File: config.mk
export PLATFORM = sky130hd
export DESIGN_NAME = tga_rle_pixel_decoder_top_flat
export DESIGN_NICKNAME = d
export VERILOG_FILES = /design/src/tgad_pkg.sv /design/src/tgad_req_if.sv /design/src/tgad_rsp_if.sv /design/src/tgad_csr_if.sv /design/src/tgad_csr_regs.sv /design/src/tgad_decode.sv /design/src/tgad_addr.sv /design/src/tga_rle_pixel_decoder_top.sv /design/src/flat_wrapper.sv
export SDC_FILE = /design/constraint.sdc
export NUM_CORES = 1
export LEC_CHECK = 0
export ABC_CLOCK_PERIOD_IN_PS = 6330
export BUFFER_PORTS_ARGS = -buffer_cell sky130_fd_sc_hd__buf_2
export CAP_MARGIN = 20
export CORE_MARGIN = 8
export CORE_UTILIZATION = 57
export DETAILED_ROUTE_END_ITERATION = 10
export PLACE_DENSITY = 0.85
export SYNTH_ARGS = -nofsm -noshare
export SYNTH_HDL_FRONTEND = slang
export SYNTH_SLANG_ARGS = --single-unit
File: constraint.sdc
create_clock -name clock -period 6.33 [get_ports clock]
set_input_delay 0.633 -clock clock [delete_from_list [all_inputs] [get_ports clock]]
set_output_delay 0.633 -clock clock [all_outputs]
set_load 0.01 [all_outputs]
File: src/tgad_pkg.sv
// ----------------------------------------------------------------------------
// tgad_pkg
// Shared types, constants and helpers of the Targa pixel payload decoder.
// ----------------------------------------------------------------------------
package tgad_pkg;

   localparam int DEF_MAX_WIDTH  = 4096;
   localparam int DEF_MAX_HEIGHT = 4096;

   localparam int CSR_INDEX_W = 3;
   localparam int CSR_DATA_W  = 13;
   localparam int DIM_W       = 13;

   localparam logic [7:0] ALPHA_OPAQUE = 8'hff;
   localparam int         RUN_FLAG_BIT = 7;
   localparam int         RUN_LEN_W    = 8;

   typedef enum logic [CSR_INDEX_W-1:0] {
      REG_IMAGE_WIDTH   = 3'd0,
      REG_IMAGE_HEIGHT  = 3'd1,
      REG_ALPHA_PRESENT = 3'd2,
      REG_RLE_MODE      = 3'd3,
      REG_TOP_DOWN      = 3'd4
   } csr_index_type;

   typedef struct packed {
      logic alpha_present;
      logic rle_mode;
      logic top_down;
   } cfg_flags_type;

   // zero acts as one, anything above the maximum acts as the maximum
   function automatic logic [DIM_W-1:0] clamp_dim(logic [DIM_W-1:0] v, int unsigned maxv);
      logic [DIM_W-1:0] r;
      r = v;
      if (v == '0) begin
         r = DIM_W'(1);
      end else if (32'(v) > maxv) begin
         r = DIM_W'(maxv);
      end
      return r;
   endfunction

endpackage

File: src/tgad_req_if.sv
// ----------------------------------------------------------------------------
// tgad_req_if
// Request channel: one payload byte per request.
// ----------------------------------------------------------------------------
interface tgad_req_if;
   logic       valid;
   logic       ready;
   logic [7:0] stream_byte;

   modport source (output valid, output stream_byte, input ready);
   modport sink   (input valid, input stream_byte, output ready);
endinterface

File: src/tgad_rsp_if.sv
// ----------------------------------------------------------------------------
// tgad_rsp_if
// Response channel: one pixel or run per response.
// ----------------------------------------------------------------------------
interface tgad_rsp_if;
   logic        valid;
   logic        ready;
   logic [23:0] pixel_address;
   logic [31:0] argb_value;
   logic [7:0]  run_length;
   logic        run_clipped;
   logic        image_done;

   modport source (output valid, output pixel_address, output argb_value,
                   output run_length, output run_clipped, output image_done,
                   input ready);
   modport sink   (input valid, input pixel_address, input argb_value,
                   input run_length, input run_clipped, input image_done,
                   output ready);
endinterface

File: src/tgad_csr_if.sv
// ----------------------------------------------------------------------------
// tgad_csr_if
// Register write channel: index and data per write.
// ----------------------------------------------------------------------------
interface tgad_csr_if import tgad_pkg::*; ();
   logic                   valid;
   logic                   ready;
   logic [CSR_INDEX_W-1:0] index;
   logic [CSR_DATA_W-1:0]  data;

   modport source (output valid, output index, output data, input ready);
   modport sink   (input valid, input index, input data, output ready);
endinterface

File: src/tgad_csr_regs.sv
// ----------------------------------------------------------------------------
// tgad_csr_regs
// Configuration registers; dimensions are stored already clamped.
// ----------------------------------------------------------------------------
module tgad_csr_regs import tgad_pkg::*; #(
   parameter int MAX_WIDTH  = DEF_MAX_WIDTH,
   parameter int MAX_HEIGHT = DEF_MAX_HEIGHT,
   localparam int WW = $clog2(MAX_WIDTH + 1),
   localparam int HW = $clog2(MAX_HEIGHT + 1)
) (
   input  logic          clock,
   input  logic          reset,
   tgad_csr_if.sink      csr_bus,
   output logic [WW-1:0] img_width,
   output logic [HW-1:0] img_height,
   output cfg_flags_type flags,
   output logic          restart
);

   logic [WW-1:0] width_ff,  width_in;
   logic [HW-1:0] height_ff, height_in;
   cfg_flags_type flags_ff,  flags_in;
   logic          write;

   assign csr_bus.ready = 1'b1;
   assign write         = csr_bus.valid;

   always_comb begin
      width_in  = width_ff;
      height_in = height_ff;
      flags_in  = flags_ff;
      restart   = 1'b0;
      if (write) begin
         restart = 1'b1;
         case (csr_bus.index)
            REG_IMAGE_WIDTH:   width_in  = WW'(clamp_dim(csr_bus.data, MAX_WIDTH));
            REG_IMAGE_HEIGHT:  height_in = HW'(clamp_dim(csr_bus.data, MAX_HEIGHT));
            REG_ALPHA_PRESENT: flags_in.alpha_present = csr_bus.data[0];
            REG_RLE_MODE:      flags_in.rle_mode      = csr_bus.data[0];
            REG_TOP_DOWN:      flags_in.top_down      = csr_bus.data[0];
            default:           restart = 1'b0;   // unknown index: drop
         endcase
      end
   end

   always_ff @(posedge clock) begin
      if (reset) begin
         width_ff  <= WW'(1);
         height_ff <= HW'(1);
         flags_ff  <= '{alpha_present: 1'b0, rle_mode: 1'b1, top_down: 1'b0};
      end else begin
         width_ff  <= width_in;
         height_ff <= height_in;
         flags_ff  <= flags_in;
      end
   end

   assign img_width  = width_ff;
   assign img_height = height_ff;
   assign flags      = flags_ff;

endmodule

File: src/tgad_decode.sv
// ----------------------------------------------------------------------------
// tgad_decode
// Packet and pixel state; registers one pixel or run with its position.
// ----------------------------------------------------------------------------
module tgad_decode import tgad_pkg::*; #(
   parameter int MAX_WIDTH  = DEF_MAX_WIDTH,
   parameter int MAX_HEIGHT = DEF_MAX_HEIGHT,
   localparam int WW  = $clog2(MAX_WIDTH + 1),
   localparam int HW  = $clog2(MAX_HEIGHT + 1),
   localparam int CLW = $clog2(MAX_WIDTH),
   localparam int RLW = $clog2(MAX_HEIGHT)
) (
   input  logic                 clock,
   input  logic                 reset,
   tgad_req_if.sink             req_bus,
   input  logic [WW-1:0]        img_width,
   input  logic [HW-1:0]        img_height,
   input  cfg_flags_type        flags,
   input  logic                 restart,
   output logic                 mid_valid,
   input  logic                 mid_ready,
   output logic [RLW-1:0]       mid_drow,
   output logic [CLW-1:0]       mid_column,
   output logic [31:0]          mid_argb,
   output logic [RUN_LEN_W-1:0] mid_len,
   output logic                 mid_clipped,
   output logic                 mid_done
);

   localparam int CMPW = (WW > RUN_LEN_W) ? WW : RUN_LEN_W;

   logic                 expect_ff,  expect_in;
   logic                 is_run_ff,  is_run_in;
   logic                 discard_ff, discard_in;
   logic [7:0]           left_ff,    left_in;
   logic [1:0]           bip_ff,     bip_in;
   logic [23:0]          color_ff,   color_in;
   logic [CLW-1:0]       col_ff,     col_in;
   logic [RLW-1:0]       row_ff,     row_in;

   logic                 mv_ff,      mv_in;
   logic [RLW-1:0]       drow_ff,    drow_in;
   logic [CLW-1:0]       mcol_ff;
   logic [31:0]          argb_ff,    argb_in;
   logic [RUN_LEN_W-1:0] len_ff,     len_in;
   logic                 clip_ff,    clip_in;
   logic                 done_ff,    done_in;

   logic                 accept;
   logic                 emit;
   logic [7:0]           b;
   logic [1:0]           last;
   logic [7:0]           left_dec;
   logic [WW-1:0]        room;
   logic [CMPW:0]        col_sum;

   assign req_bus.ready = !mv_ff || mid_ready;
   assign accept        = req_bus.valid && req_bus.ready;
   assign b             = req_bus.stream_byte;
   assign last          = flags.alpha_present ? 2'd3 : 2'd2;
   assign room          = img_width - WW'(col_ff);
   assign left_dec      = (left_ff == 8'd0) ? 8'd0 : left_ff - 8'd1;

   always_comb begin
      expect_in  = expect_ff;
      is_run_in  = is_run_ff;
      discard_in = discard_ff;
      left_in    = left_ff;
      bip_in     = bip_ff;
      color_in   = color_ff;
      col_in     = col_ff;
      row_in     = row_ff;
      emit       = 1'b0;
      len_in     = RUN_LEN_W'(1);
      clip_in    = 1'b0;
      done_in    = 1'b0;
      argb_in    = '0;
      drow_in    = flags.top_down ? row_ff
                                  : RLW'(img_height - HW'(1) - HW'(row_ff));
      col_sum    = '0;

      if (accept) begin
         if (flags.rle_mode && expect_ff) begin
            is_run_in  = b[RUN_FLAG_BIT];
            left_in    = {1'b0, b[RUN_FLAG_BIT-1:0]} + 8'd1;
            expect_in  = 1'b0;
            discard_in = 1'b0;
            bip_in     = 2'd0;
         end else begin
            case (bip_ff)
               2'd0:    color_in[7:0]   = b;
               2'd1:    color_in[15:8]  = b;
               2'd2:    color_in[23:16] = b;
               default: ;               // alpha byte: keep color
            endcase
            if (bip_ff != last) begin
               bip_in = bip_ff + 2'd1;
            end else begin
               bip_in  = 2'd0;
               argb_in = {flags.alpha_present ? b : ALPHA_OPAQUE, color_in};
               if (!flags.rle_mode) begin
                  emit = 1'b1;
               end else if (is_run_ff) begin
                  // cut the run at the row end
                  if (CMPW'(left_ff) < CMPW'(room)) begin
                     len_in = left_ff;
                  end else begin
                     len_in = RUN_LEN_W'(room);
                  end
                  clip_in   = CMPW'(left_ff) > CMPW'(room);
                  left_in   = 8'd0;
                  expect_in = 1'b1;
                  emit      = 1'b1;
               end else begin
                  left_in = left_dec;
                  if (discard_ff) begin
                     if (left_dec == 8'd0) begin
                        expect_in  = 1'b1;
                        discard_in = 1'b0;
                     end
                  end else begin
                     clip_in    = (room == WW'(1)) && (left_dec != 8'd0);
                     discard_in = clip_in;
                     if (left_dec == 8'd0) begin
                        expect_in = 1'b1;
                     end
                     emit = 1'b1;
                  end
               end
            end
         end
      end

      if (emit) begin
         col_sum = (CMPW+1)'(col_ff) + (CMPW+1)'(len_in);
         if (col_sum >= (CMPW+1)'(img_width)) begin
            col_in = '0;
            if ((HW'(row_ff) + HW'(1)) >= img_height) begin
               row_in  = '0;
               done_in = 1'b1;
            end else begin
               row_in = row_ff + RLW'(1);
            end
         end else begin
            col_in = col_sum[CLW-1:0];
         end
      end

      if (restart) begin
         expect_in  = 1'b1;
         is_run_in  = 1'b0;
         discard_in = 1'b0;
         left_in    = 8'd0;
         bip_in     = 2'd0;
         color_in   = '0;
         col_in     = '0;
         row_in     = '0;
      end
   end

   // hold the pixel register while the address stage is stalled
   always_comb begin
      mv_in = mv_ff;
      if (!mv_ff || mid_ready) begin
         mv_in = emit;
      end
   end

   always_ff @(posedge clock) begin
      if (reset) begin
         expect_ff  <= 1'b1;
         is_run_ff  <= 1'b0;
         discard_ff <= 1'b0;
         left_ff    <= 8'd0;
         bip_ff     <= 2'd0;
         color_ff   <= '0;
         col_ff     <= '0;
         row_ff     <= '0;
         mv_ff      <= 1'b0;
      end else begin
         expect_ff  <= expect_in;
         is_run_ff  <= is_run_in;
         discard_ff <= discard_in;
         left_ff    <= left_in;
         bip_ff     <= bip_in;
         color_ff   <= color_in;
         col_ff     <= col_in;
         row_ff     <= row_in;
         mv_ff      <= mv_in;
      end
   end

   always_ff @(posedge clock) begin
      if (emit) begin
         drow_ff <= drow_in;
         mcol_ff <= col_ff;
         argb_ff <= argb_in;
         len_ff  <= len_in;
         clip_ff <= clip_in;
         done_ff <= done_in;
      end
   end

   assign mid_valid   = mv_ff;
   assign mid_drow    = drow_ff;
   assign mid_column  = mcol_ff;
   assign mid_argb    = argb_ff;
   assign mid_len     = len_ff;
   assign mid_clipped = clip_ff;
   assign mid_done    = done_ff;

   a_len_range: assert property (@(posedge clock) disable iff (reset)
      mv_ff |-> (len_ff != '0) && (len_ff <= RUN_LEN_W'(128)))
      else $error("run length out of range");

   a_col_in_row: assert property (@(posedge clock) disable iff (reset)
      WW'(col_ff) < img_width)
      else $error("column past row end");

   a_discard_state: assert property (@(posedge clock) disable iff (reset)
      discard_ff |-> !expect_ff && (left_ff != 8'd0))
      else $error("dropping pixels with no packet left");

   a_alpha_byte: assert property (@(posedge clock) disable iff (reset)
      (bip_ff == 2'd3) |-> flags.alpha_present)
      else $error("alpha byte index without alpha");

   a_mid_hold: assert property (@(posedge clock) disable iff (reset)
      mv_ff && !mid_ready |=> mv_ff && $stable(argb_ff) && $stable(len_ff))
      else $error("pixel register changed while stalled");

endmodule

File: src/tgad_addr.sv
// ----------------------------------------------------------------------------
// tgad_addr
// Buffer address (row times width plus column) and response register.
// ----------------------------------------------------------------------------
module tgad_addr import tgad_pkg::*; #(
   parameter int MAX_WIDTH  = DEF_MAX_WIDTH,
   parameter int MAX_HEIGHT = DEF_MAX_HEIGHT,
   localparam int WW  = $clog2(MAX_WIDTH + 1),
   localparam int CLW = $clog2(MAX_WIDTH),
   localparam int RLW = $clog2(MAX_HEIGHT)
) (
   input  logic                 clock,
   input  logic                 reset,
   input  logic [WW-1:0]        img_width,
   input  logic                 mid_valid,
   output logic                 mid_ready,
   input  logic [RLW-1:0]       mid_drow,
   input  logic [CLW-1:0]       mid_column,
   input  logic [31:0]          mid_argb,
   input  logic [RUN_LEN_W-1:0] mid_len,
   input  logic                 mid_clipped,
   input  logic                 mid_done,
   tgad_rsp_if.source           rsp_bus
);

   logic        ov_ff, ov_in;
   logic [23:0] addr_ff, addr_in;
   logic [31:0] argb_ff;
   logic [7:0]  len_ff;
   logic        clip_ff;
   logic        done_ff;
   logic        load;

   assign mid_ready = !ov_ff || rsp_bus.ready;
   assign load      = mid_valid && mid_ready;
   // only the low 24 address bits are kept
   assign addr_in   = 24'(mid_drow) * 24'(img_width) + 24'(mid_column);

   always_comb begin
      ov_in = ov_ff;
      if (mid_ready) begin
         ov_in = mid_valid;
      end
   end

   always_ff @(posedge clock) begin
      if (reset) begin
         ov_ff <= 1'b0;
      end else begin
         ov_ff <= ov_in;
      end
   end

   always_ff @(posedge clock) begin
      if (load) begin
         addr_ff <= addr_in;
         argb_ff <= mid_argb;
         len_ff  <= 8'(mid_len);
         clip_ff <= mid_clipped;
         done_ff <= mid_done;
      end
   end

   assign rsp_bus.valid         = ov_ff;
   assign rsp_bus.pixel_address = addr_ff;
   assign rsp_bus.argb_value    = argb_ff;
   assign rsp_bus.run_length    = len_ff;
   assign rsp_bus.run_clipped   = clip_ff;
   assign rsp_bus.image_done    = done_ff;

endmodule

File: src/tga_rle_pixel_decoder_top.sv
// ----------------------------------------------------------------------------
// tga_rle_pixel_decoder_top
// Targa pixel payload decoder, run-length or plain, one byte per request.
// ----------------------------------------------------------------------------
// Takes one payload byte per cycle with no gaps of its own while responses are
// taken: each request only updates the packet and pixel counters and captures
// a color byte. A pixel or run that completes on a request is registered in
// the pixel stage, its buffer address is formed by one 24-bit multiply in the
// address stage, and the response is registered there with that address.
// Every register write (known index) restarts the stream at the first pixel
// and needs no clearing time. Widths and heights of zero act as one, larger
// than MAX_WIDTH / MAX_HEIGHT act as the maximum. Run packets that pass the
// row end are cut there with run_clipped set; raw packets that pass it flag
// the pixel that fills the row and drop the rest of their pixels.
// ----------------------------------------------------------------------------
module tga_rle_pixel_decoder_top import tgad_pkg::*; #(
   parameter int MAX_WIDTH  = DEF_MAX_WIDTH,
   parameter int MAX_HEIGHT = DEF_MAX_HEIGHT
) (
   input  logic        clock,
   input  logic        reset,
   tgad_req_if.sink    req_bus,
   tgad_rsp_if.source  rsp_bus,
   tgad_csr_if.sink    csr_bus
);

   localparam int WW  = $clog2(MAX_WIDTH + 1);
   localparam int HW  = $clog2(MAX_HEIGHT + 1);
   localparam int CLW = $clog2(MAX_WIDTH);
   localparam int RLW = $clog2(MAX_HEIGHT);

   logic [WW-1:0]        img_width;
   logic [HW-1:0]        img_height;
   cfg_flags_type        flags;
   logic                 restart;

   logic                 mid_valid;
   logic                 mid_ready;
   logic [RLW-1:0]       mid_drow;
   logic [CLW-1:0]       mid_column;
   logic [31:0]          mid_argb;
   logic [RUN_LEN_W-1:0] mid_len;
   logic                 mid_clipped;
   logic                 mid_done;

   tgad_csr_regs #(
      .MAX_WIDTH  (MAX_WIDTH),
      .MAX_HEIGHT (MAX_HEIGHT)
   ) u_csr (
      .clock      (clock),
      .reset      (reset),
      .csr_bus    (csr_bus),
      .img_width  (img_width),
      .img_height (img_height),
      .flags      (flags),
      .restart    (restart)
   );

   tgad_decode #(
      .MAX_WIDTH  (MAX_WIDTH),
      .MAX_HEIGHT (MAX_HEIGHT)
   ) u_decode (
      .clock       (clock),
      .reset       (reset),
      .req_bus     (req_bus),
      .img_width   (img_width),
      .img_height  (img_height),
      .flags       (flags),
      .restart     (restart),
      .mid_valid   (mid_valid),
      .mid_ready   (mid_ready),
      .mid_drow    (mid_drow),
      .mid_column  (mid_column),
      .mid_argb    (mid_argb),
      .mid_len     (mid_len),
      .mid_clipped (mid_clipped),
      .mid_done    (mid_done)
   );

   tgad_addr #(
      .MAX_WIDTH  (MAX_WIDTH),
      .MAX_HEIGHT (MAX_HEIGHT)
   ) u_addr (
      .clock       (clock),
      .reset       (reset),
      .img_width   (img_width),
      .mid_valid   (mid_valid),
      .mid_ready   (mid_ready),
      .mid_drow    (mid_drow),
      .mid_column  (mid_column),
      .mid_argb    (mid_argb),
      .mid_len     (mid_len),
      .mid_clipped (mid_clipped),
      .mid_done    (mid_done),
      .rsp_bus     (rsp_bus)
   );

endmodule

File: src/flat_wrapper.sv
// flat-port wrapper written by rule: the top's interface ports become plain ports
module tga_rle_pixel_decoder_top_flat import tgad_pkg::*;
#(
   parameter int MAX_WIDTH  = DEF_MAX_WIDTH,
   parameter int MAX_HEIGHT = DEF_MAX_HEIGHT
)
  (clock, reset, req_bus_valid, req_bus_stream_byte, req_bus_ready, rsp_bus_valid, rsp_bus_pixel_address, rsp_bus_argb_value, rsp_bus_run_length, rsp_bus_run_clipped, rsp_bus_image_done, rsp_bus_ready, csr_bus_valid, csr_bus_index, csr_bus_data, csr_bus_ready);
  tgad_req_if req_bus_i ();
  tgad_rsp_if rsp_bus_i ();
  tgad_csr_if csr_bus_i ();
  input  logic clock;
  input  logic reset;
  input wire logic [$bits(req_bus_i.valid)-1:0] req_bus_valid;
  input wire logic [$bits(req_bus_i.stream_byte)-1:0] req_bus_stream_byte;
  output wire logic [$bits(req_bus_i.ready)-1:0] req_bus_ready;
  output wire logic [$bits(rsp_bus_i.valid)-1:0] rsp_bus_valid;
  output wire logic [$bits(rsp_bus_i.pixel_address)-1:0] rsp_bus_pixel_address;
  output wire logic [$bits(rsp_bus_i.argb_value)-1:0] rsp_bus_argb_value;
  output wire logic [$bits(rsp_bus_i.run_length)-1:0] rsp_bus_run_length;
  output wire logic [$bits(rsp_bus_i.run_clipped)-1:0] rsp_bus_run_clipped;
  output wire logic [$bits(rsp_bus_i.image_done)-1:0] rsp_bus_image_done;
  input wire logic [$bits(rsp_bus_i.ready)-1:0] rsp_bus_ready;
  input wire logic [$bits(csr_bus_i.valid)-1:0] csr_bus_valid;
  input wire logic [$bits(csr_bus_i.index)-1:0] csr_bus_index;
  input wire logic [$bits(csr_bus_i.data)-1:0] csr_bus_data;
  output wire logic [$bits(csr_bus_i.ready)-1:0] csr_bus_ready;
  assign req_bus_i.valid = req_bus_valid;
  assign req_bus_i.stream_byte = req_bus_stream_byte;
  assign req_bus_ready = req_bus_i.ready;
  assign rsp_bus_valid = rsp_bus_i.valid;
  assign rsp_bus_pixel_address = rsp_bus_i.pixel_address;
  assign rsp_bus_argb_value = rsp_bus_i.argb_value;
  assign rsp_bus_run_length = rsp_bus_i.run_length;
  assign rsp_bus_run_clipped = rsp_bus_i.run_clipped;
  assign rsp_bus_image_done = rsp_bus_i.image_done;
  assign rsp_bus_i.ready = rsp_bus_ready;
  assign csr_bus_i.valid = csr_bus_valid;
  assign csr_bus_i.index = csr_bus_index;
  assign csr_bus_i.data = csr_bus_data;
  assign csr_bus_ready = csr_bus_i.ready;
  tga_rle_pixel_decoder_top #(.MAX_WIDTH(MAX_WIDTH), .MAX_HEIGHT(MAX_HEIGHT)) u_core (.clock(clock), .reset(reset), .req_bus(req_bus_i), .rsp_bus(rsp_bus_i), .csr_bus(csr_bus_i));
endmodule
Word level (Yosys, flattened, before mapping)
Index checks and enable logic that the tools add are counted.

cells by class
  $add $sub $neg = 10
  equal/unequal tests = 10
  bitwise logic cells = 3
  muxes and demuxes = 45
  shift operators = 0
  divide/modulo/power cells = 0
  reduce and logical (&&, ||, !) cells = 31
  multiply operators = 1
  magnitude comparators = 5

operator list
  kind                     count
  $mux W8                  15
  $mux W12                 3
  $ge A13 B13 Y1           2
  $mux W13                 2
  $add A24 B12 Y24         1
  $mul A12 B13 Y24         1
  $mux W1                  23
  $logic_not A8 Y1         2
  $reduce_and A2 Y1        8
  $add A12 B1 Y13 const B  1
  $add A12 B8 Y13          1
  $eq A13 B1 Y1 const B    1
  $gt A13 B13 Y1 const B   1
  $gt A8 B13 Y1            1
  $logic_not A13 Y1        1
  $lt A8 B13 Y1            1
  $sub A13 B12 Y13         1
  $add A12 B1 Y12 const B  1
  $sub A12 B1 Y12 const B  1
  $sub A12 B12 Y12         1
  $add A7 B1 Y8 const B    1
  $reduce_and A4 Y1        2
  $reduce_bool A8 Y1       1
  $sub A8 B1 Y8 const B    1
  other kinds (23)         32

storage, ports and cells
  bits in latches = 0
  memories = 0
  memory bits (writable) = 0
  bits in read-only memories = 0
  register bits = 224

Depth between registers and ports, before layout
Gate-level depths: netlist of run 1.

  depth in word-level cells = 11
  mapped depth = 35

Modules after synthesis
A second synthesis of run 1 with hierarchy kept.

unflattened totals
  cell total of the unflattened synthesis = 1786
  area total of the unflattened synthesis = 17045.1 µm²

by module, submodules not included
  module         cells an instance  seq. area each (µm²)  instances  area an instance (µm²)
  tgad_decode    926                3223.1                1          8259.2
  tgad_addr      713                2001.9                1          7561.0
  tgad_csr_regs  147                580.6                 1          1224.9

Least setup slack after synthesis of run 1
Ideal clock, no wire load.

  path type = register to register
  start point = reg u_core.u_csr.width_ff[0] (netlist: u_core.u_csr.img_width[0])
  end point = reg u_core.u_decode.row_ff[11]
  data arrival time = 6274 ps
  buffers on the path = 2
  stages on the path, launching flop included = 36
  setup slack = -61 ps
  clock period less this slack = 6391 ps
  path through = dfxtp_1 -> clkbuf_1 -> inv_1 -> ha_1 -> inv_1 -> fa_1 -> a211o_1 -> o211ai_2 -> nand2_1 -> ha_1 -> a21oi_1 -> o21ai_0 -> and2_1 -> o221ai_1 -> and2_1 -> nor3_1 -> o21ai_0 -> ha_1 -> inv_1 -> fa_1 -> nor2b_1 -> o21ai_0 -> a21boi_0 -> o21ai_0 -> a21oi_1 -> xnor2_1 -> ha_1 -> and4_1 -> nand2_1 -> nor3_1 -> a2111oi_0 -> a21boi_1 -> o21ai_1 -> buf_2 -> nor2_1 -> a22o_1

on the way
  word-level cells in the longest chain between the ends = 11

ends and longest elaborated chain
  what                                    RTL line             RTL
  from (decl)                             tgad_csr_regs.sv:20  logic [WW-1:0] width_ff, width_in;
  from (signal assigned)                  tgad_csr_regs.sv:52  width_ff <= width_in;
  $sub A13 B12 Y13 (*)                    tgad_decode.sv:61    assign room = img_width - WW'(col_ff);
  $lt A8 B13 Y1                           tgad_decode.sv:105   if (CMPW'(left_ff) < CMPW'(room)) begin
  $mux W8 (*)                             tgad_decode.sv:105
  $mux W8 (*)                             tgad_decode.sv:103   end else if (is_run_ff) begin
  $mux W8 (*)                             tgad_decode.sv:101   if (!flags.rle_mode) begin
  $mux W8 (*)                             tgad_decode.sv:96    if (bip_ff != last) begin
  $mux W8 (*)                             tgad_decode.sv:83    if (flags.rle_mode && expect_ff) begin
  $mux W8 (*)                             tgad_decode.sv:82    if (accept) begin
  via u_core.u_decode.len_in[0]           tgad_decode.sv:45    logic [RUN_LEN_W-1:0] len_ff, len_in;
  $add A12 B8 Y13 (*)                     tgad_decode.sv:135   col_sum = (CMPW+1)'(col_ff) + (CMPW+1)'(len_in);
  $ge A13 B13 Y1 (*)                      tgad_decode.sv:136   if (col_sum >= (CMPW+1)'(img_width)) begin
  $reduce_and A2 Y1 (no source line) (*)  n/a
  to (signal assigned)                    tgad_decode.sv:188   row_ff <= row_in;
  to (decl)                               tgad_decode.sv:39    logic [RLW-1:0] row_ff, row_in;

The timed path passes the listed nets; every way through them passes the cells marked *.
A chain may end at the register's enable or synchronous reset.

Final worst setup path of run 1
  start point = reg u_core.u_csr.width_ff[0] (netlist: u_core.u_csr.img_width[0])
  end point = reg u_core.u_decode.row_ff[4]

Same word-level chain as after synthesis.

==> impl_metrics.py, run 1 <==
metrics = {
    "timing": {
        "finalSetupViolCount": 5,
        "finalMaxSlewViolations": 0,
        "finClkSkew_ns": 0.0107,
        "fin_ws_ns": -0.0333,
        "worst_pin_slew_ns": 1.01,
        "relSlewSlack": 0.325,
        "hold_viol_final": 0,
        "timing.fmax_mhz": 157,
        "post-route-min-period_ns": 6.36,
        "rsz0062_at_grt": "yes",
        "period_share": 1.01,
    },
    "power": {
        "netSwitchingFraction": 0.245,
        "p_clk_frac": 0.410,
        "ir_worst_vdd_mv": 0.145,
        "leakagePower_uw": 0.00843,
        "power_frac_seq": 0.461,
        "power_uw": 3380,
        "switching_power_uw": 828,
        "p_int_uw": 2560,
        "power_frac_comb": 0.129,
        "power-per-cell-area_mw_per_mm2": 179,
    },
    "clocking": {
        "cts.sinks": 224,
        "clk_pin_slew_worst_paths_ns": 0.06,
        "clk_latency_ns": 0.52,
        "cts_tree": "built",
        "numCtsBuffers": 24,
        "cts_root_buf": "clkbuf_16",
        "htree_levels": 1,
        "clockBufferDepth": 3,
    },
    "synthesis": {
        "syn_area_sq_mm": 0.0164,
        "yosysWarnings": 0,
        "synth_most_common_cell": "nand2_1",
        "syn_avg_cell_area_sq_um": 9.58,
        "async_flop_share": 0,
        "yosys_most_used_dff": "edfxtp_1",
        "yosysTopAreaCellShare": 0.242,
        "synth_cell_types": 72,
        "synth.largest_area_cell": "edfxtp_1",
        "synthCells": 1710,
        "synth_edf_count": 132,
        "ys_seq_elements": 224,
        "synth_common_cells": "nand2_1, inv_1, ha_1, edfxtp_1, fa_1",
        "synth.area.top_cells": "edfxtp_1, fa_1, dfxtp_1",
        "seq_area_frac_synth": 0.354,
        "synth_fp_nets": 2000,
    },
    "die": {
        "fp-row-count": 62,
        "dieArea_sq_mm": 0.0344,
        "initial_core_util": 0.576,
        "coreArea_sq_mm": 0.0285,
        "io_pins": 98,
        "die_w_um": 186,
        "chipHeight_um": 186,
    },
    "route": {
        "drt_iter0_drc": 986,
        "dr.pass1.iters": 5,
        "totalWireLength_mm": 39.6,
        "wire_per_inst_um": 17.6,
        "drc": 0,
        "viasPerCell": 5.65,
        "ant_nets": 0,
        "vias": 12700,
    },
    "global_routing": {
        "grt_overflow": 0,
        "grt_pass1_wl_mm": 62.4,
        "grt_pass1_vias": 12700,
        "track_usage": 0.225,
        "grt_max_degree": 56,
        "antenna_found_initial": 0,
    },
    "critical_path": {
        "path_depth": 38,
        "cp_slowest_cell": "fa_2",
        "cp-end-kind": "flop",
        "regToRegSetupSlack_ns": -0.03,
        "cp_num_buf_inv": 10,
        "start_kind": "flop",
        "crit_top_cell": "buf_6",
        "critical_path.max_stage_delay_ns": 0.39,
        "worstPathRequired_ns": 6.78,
        "critical-path-top-delay-family": "compound AO/OA/AOI/OAI gates",
        "r2r_cells": 38,
        "arrival_ns": 6.81,
        "r2r-start": "u_core.u_csr.img_width[0]",
        "critPathKind": "flop to flop",
        "path_max_fanout": 7,
        "r2r-end": "u_core.u_decode.row_ff[4]",
    },
    "final_layout": {
        "fillers": 2120,
        "drive_gt1_frac": 0.161,
        "syn2layout_area_growth_pct": 15.6,
        "final_cell_area_sq_mm": 0.0189,
        "fin_nets": 2137,
        "diodes": 0,
    },
    "hold_path": {
        "hold_path_end": "u_core.u_csr.flags[0]",
        "hp-start": "csr_bus_index[2]",
        "hp-class": "primary input to flop",
        "min_path_cells": 3,
    },
    "placement": {
        "io_buffers": 96,
        "gp_congestion": 0.919,
        "dp_slack_ns": -0.355,
        "place_hpwl_mm": 29.6,
        "placed_cell_area_sq_mm": 0.0176,
    },
    "outcome": {
        "status": "finished, violations left",
        "violations": "negative setup slack",
    },
    "flow_run": {
        "max_cap_viol_count": 0,
    },
}
final cells by class:
class	instances	area, sq um	area share
sequential	224	5810	0.307
clock buffer	33	666	0.0351
timing repair buffer	187	1200	0.0635
inverter	219	822	0.0434
multi-input combinational	1191	9850	0.520
tap	384	480	0.0254
clock inverter	11	115	0.00608
worst min-delay path, delay by kind of cell:
| kind | cells | cell delay (ns) |
|---|---|---|
| compound gates | 1 | 0.05 |
| buf+inv | 1 | 0.12 |
| simple gates | 1 | 0.07 |
stage by stage:
step                      hold slack [ns]  cells  TNS [ns]   util
final                               0.407   2249   -0.0896  0.665
after global routing                0.423   2249     -7.10  0.665
after CTS                           0.391   2234         0  0.648
after detailed placement            0.405   2186     -6.19  0.618
after global placement              0.402   2186     -1.07  0.618
after floorplan                     0.400   1710         0      -
cells by family (layout without fill, tap and decap cells):
| logic type | count (synthesis) | count (layout) | synth area share |
|---|---|---|---|
| muxes | 38 | 38 | 0.0234 |
| DFF | 224 | 224 | 0.354 |
| xor gates and xnor gates | 66 | 66 | 0.0357 |
| adders and majority gates | 261 | 261 | 0.256 |
| other | 1 | 1 | 0.000229 |
| AOI/OAI and AO/OA | 278 | 278 | 0.106 |
| and+or+nand+nor | 547 | 547 | 0.156 |
| buffers and inverters | 295 | 450 | 0.0683 |
what timing repair did:
item,in CTS,in global routing
setup endpoints to repair,25,25
setup buffers,4,14
pin swaps,7,49
hold buffers,0,0
gates resized for setup,11,76
placed cells by master, fill, tap and decap left out, types with 9 or more instances in the layout:
cell       Yosys  layout
nand2_1      236     234
inv_1        218     215
edfxtp_1     132     132
ha_1         138     130
fa_1         123     121
a21oi_1      117     109
buf_2          6      96
nor2_1        90      89
dfxtp_1       92      89
buf_4          1      82
and2_1        60      58
nand3_1       49      47
xnor2_1       49      46
mux2i_1       35      34
o21ai_0       38      33
nor3_1        26      25
clkbuf_16      0      25
nor2b_1       27      24
xor2_1        16      15
and3_1        14      13
a22o_1        13      13
a21o_1        10      10
o21a_1         9       9
or3_1          9       9
worst max-delay path by stage:
| stage | from | end | slack [ns] |
|---|---|---|---|
| final | u_core.u_csr.img_width[0] | u_core.u_decode.row_ff[4] | -0.03 |
| after global routing | u_core.u_csr.img_width[0] | u_core.u_decode.row_ff[4] | -0.40 |
| after CTS | u_core.u_decode.col_ff[1] | u_core.u_decode.row_ff[4] | 0.009 |
| after detailed placement | u_core.u_csr.img_width[0] | u_core.u_decode.row_ff[4] | -0.35 |
| after global placement | u_core.u_decode.col_ff[1] | u_core.u_decode.row_ff[2] | -0.09 |
| after floorplan | u_core.u_csr.img_width[0] | u_core.u_decode.row_ff[11] | 0.03 |
power by group through the flow:
stage	Clock, uW	Sequential, uW	Combinational, uW
3_5_place_dp	0	1590	378
6_report	1390	1560	437
5_1_grt	1460	1560	481
4_1_cts	1410	1560	384
3_3_place_gp	0	1590	366
2_1_floorplan	0	1580	281
flip-flops by register name, summed over array words and instances (netlist names), 3 cells and up:
name	flops
u_core.u_addr.rsp_bus.pixel_address	24
u_core.u_csr.img_height	13
u_core.u_decode.col_ff	12
u_core.u_csr.img_width	13
u_core.u_decode.row_ff	12
u_core.u_csr.flags	3
u_core.u_addr.rsp_bus.argb_value	32
u_core.u_decode.left_ff	8
u_core.u_decode.mid_len	8
u_core.u_decode.mid_argb	32
u_core.u_addr.rsp_bus.run_length	8
u_core.u_decode.color_ff	24
u_core.u_decode.mid_drow	12
u_core.u_decode.mid_column	12
metal layers:
metal | GRT usage | part of all wire | up-vias
li1 | - | - | 5998
met4 | 0.0705 | 0.025 | 0
met3 | 0.0306 | 0.079 | 89
met2 | 0.390 | 0.49 | 533
met1 | 0.288 | 0.41 | 6086
met5 | 0 | 0 | -
Power figures use the tool's default switching activity.
==> run 2, diff against run 1 <==
- CAP_MARGIN: 20 -> default
- CTS_CLUSTER_DIAMETER: default -> 150
- SETUP_SLACK_MARGIN: default -> 0.3
==> run 2 against run 1 <==
  * Utilization fell by 0.25 points
  * Setup slack improved by 0.072 ns
  * Combinational power down 2%
  * Count of clock-buffer cells in the layout down 4
  * Total power is 0.55% lower
  * Non-clock buffer count shrank 12
  * Register-to-register slack better by 0.07 ns
  * Sequential power about the same
  * Clock skew is 0.0043 ns higher
  * The flow now finishes without violations
  * Global-route usage is 0.21 points higher
  * Via count up 0.24%
==> impl_metrics.py, run 2 (synthesis gave the netlist of run 1 again) <==
metrics = {
    "final_layout": {
        "final_common_cell": "nand2_1",
        "drive_gt1_frac": 0.164,
        "fin_nets": 2126,
        "final_cell_mix": "nand2_1, inv_1, ha_1, edfxtp_1, fa_1",
        "syn2layout_area_growth_pct": 15.2,
        "diodes": 0,
    },
    "clocking": {
        "cts.sinks": 224,
        "cts_tree": "built",
        "numCtsBuffers": 24,
        "cts_root_buf": "clkbuf_16",
        "htree_levels": 1,
        "clk_pin_slew_worst_paths_ns": 0.06,
        "clockBufferDepth": 3,
        "clk_latency_ns": 0.52,
    },
    "route": {
        "ant_nets": 0,
        "viasPerCell": 5.69,
        "totalWireLength_mm": 40.0,
        "vias": 12700,
        "drc": 0,
        "dr.pass1.iters": 5,
        "wire_per_inst_um": 17.9,
        "drt_iter0_drc": 903,
    },
    "die": {
        "fp-row-count": 62,
        "dieArea_sq_mm": 0.0344,
        "die_w_um": 186,
        "io_pins": 98,
        "coreArea_sq_mm": 0.0285,
        "chipHeight_um": 186,
        "initial_core_util": 0.576,
    },
    "critical_path": {
        "critical_path.max_stage_delay_ns": 0.35,
        "critPathKind": "flop to flop",
        "crit_start": "u_core.u_csr.img_width[0]",
        "critical-path-top-delay-family": "compound AO/OA/AOI/OAI gates",
        "start_kind": "flop",
        "r2r-start": "u_core.u_csr.img_width[0]",
        "cp_num_buf_inv": 3,
        "path_max_fanout": 5,
        "cp_slowest_cell": "fa_2",
        "arrival_ns": 6.70,
        "r2r-end": "u_core.u_decode.col_ff[2]",
        "worstPathRequired_ns": 6.74,
        "regToRegSetupSlack_ns": 0.04,
        "r2r_cells": 33,
        "cp-end-kind": "flop",
    },
    "timing": {
        "hold_viol_final": 0,
        "finClkSkew_ns": 0.0150,
        "worst_pin_slew_ns": 1.43,
        "period_share": 0.994,
        "relSlewSlack": 0.0370,
        "finalSetupViolCount": 0,
        "rsz0062_at_grt": "yes",
        "setup_tns_ns": 0,
        "hold_ws_ns": 0.417,
        "post-route-min-period_ns": 6.29,
        "timing.fmax_mhz": 159,
        "finalMaxSlewViolations": 0,
    },
    "power": {
        "netSwitchingFraction": 0.249,
        "p_int_uw": 2530,
        "power_frac_seq": 0.463,
        "power-per-cell-area_mw_per_mm2": 178,
        "leakagePower_uw": 0.00841,
        "ir_worst_vdd_mv": 0.159,
        "power_frac_comb": 0.127,
        "p_clk_frac": 0.410,
        "switching_power_uw": 838,
    },
    "hold_path": {
        "min_path_cells": 3,
        "hp-class": "primary input to flop",
        "hp-start": "csr_bus_data[0]",
        "hold_path_end": "u_core.u_csr.flags[0]",
    },
    "placement": {
        "gp_congestion": 0.926,
        "place_hpwl_mm": 29.4,
        "io_buffers": 96,
    },
    "global_routing": {
        "grt_pass1_wl_mm": 62.9,
        "grt_overflow": 0,
        "track_usage": 0.227,
        "antenna_found_initial": 1,
        "grt_pass1_vias": 12600,
        "grt_max_degree": 70,
    },
    "outcome": {
        "status": "finished, final reports clean",
    },
    "flow_run": {
        "max_cap_viol_count": 0,
    },
}
-- run 2: cell count changes in the layout (fill, tap and decap cells not counted), sizes merged --
cell / delta
clkinv: +1
buf: -11
clkbuf: -5
inv: +1
clkinvlp: +2
and3: +1
-- run 2: worst max path at each step --
stage | endpoint | slack [ns] | cells after the start
2_1_floorplan | u_core.u_decode.row_ff[11] | 0.33 | 33
3_3_place_gp | u_core.u_decode.row_ff[7] | 0.08 | 34
5_1_grt | u_core.u_decode.row_ff[1] | -0.18 | 33
4_1_cts | u_core.u_decode.row_ff[7] | 0.30 | 33
6_report | u_core.u_decode.col_ff[2] | 0.04 | 33
3_5_place_dp | u_core.u_decode.row_ff[7] | -0.08 | 34
-- run 2: power by group through the flow --
| stage | registers (uW) | clock network, uW | logic (uW) |
|---|---|---|---|
| 2_1_floorplan | 1580 | 0 | 282 |
| 3_3_place_gp | 1590 | 0 | 355 |
| 3_5_place_dp | 1590 | 0 | 366 |
| 4_1_cts | 1560 | 1390 | 385 |
| 5_1_grt | 1560 | 1450 | 467 |
| 6_report | 1560 | 1380 | 427 |
-- run 2: through the flow --
step / total power, uW / instance area (sq um) / util / setup slack (ns) / cells
floorplan: 1860 / 16400 / - / 0.330 / 1710
global placement: 1940 / 17400 / 0.612 / 0.0755 / 2160
detailed placement: 1960 / 17400 / 0.612 / -0.0850 / 2160
CTS: 3340 / 18500 / 0.649 / 0.303 / 2221
global route: 3470 / 18900 / 0.663 / -0.181 / 2238
finish: 3360 / 18900 / 0.663 / 0.0387 / 2238
-- run 2: tightest hold or removal path, delay by kind of cell --
kind | cells | cell delay, ns
compound gates | 1 | 0.05
buf+inv | 1 | 0.13
simple gates | 1 | 0.07
-- run 2: cell type report --
class | count | area [sq um]
inverters | 219 | 822
fillers | 2140 | 9600
clock inverters | 15 | 135
flip-flops and latches | 224 | 5810
clock buffers | 29 | 641
repair buffers | 175 | 1100
well taps | 384 | 480
multi-input cells | 1192 | 9880
-- run 2: timing repair --
action | 4_1_cts | 5_1_grt
pin swaps | 30 | 43
hold buffers | 0 | 0
setup endpoints to repair | 25 | 29
buffers inserted | 17 | 16
endpoints found under the hold margin | 0 | 0
cloned | 0 | 1
resized for setup | 36 | 64
-- run 2: routing by layer --
metal  global-route usage  up-vias  wire length (um)
li1                     -     5968                 -
met2                0.385      550             19100
met1                0.293     6116             16400
met4               0.0813        0              1360
met3               0.0316      103              3090
met5                    0        -                 0
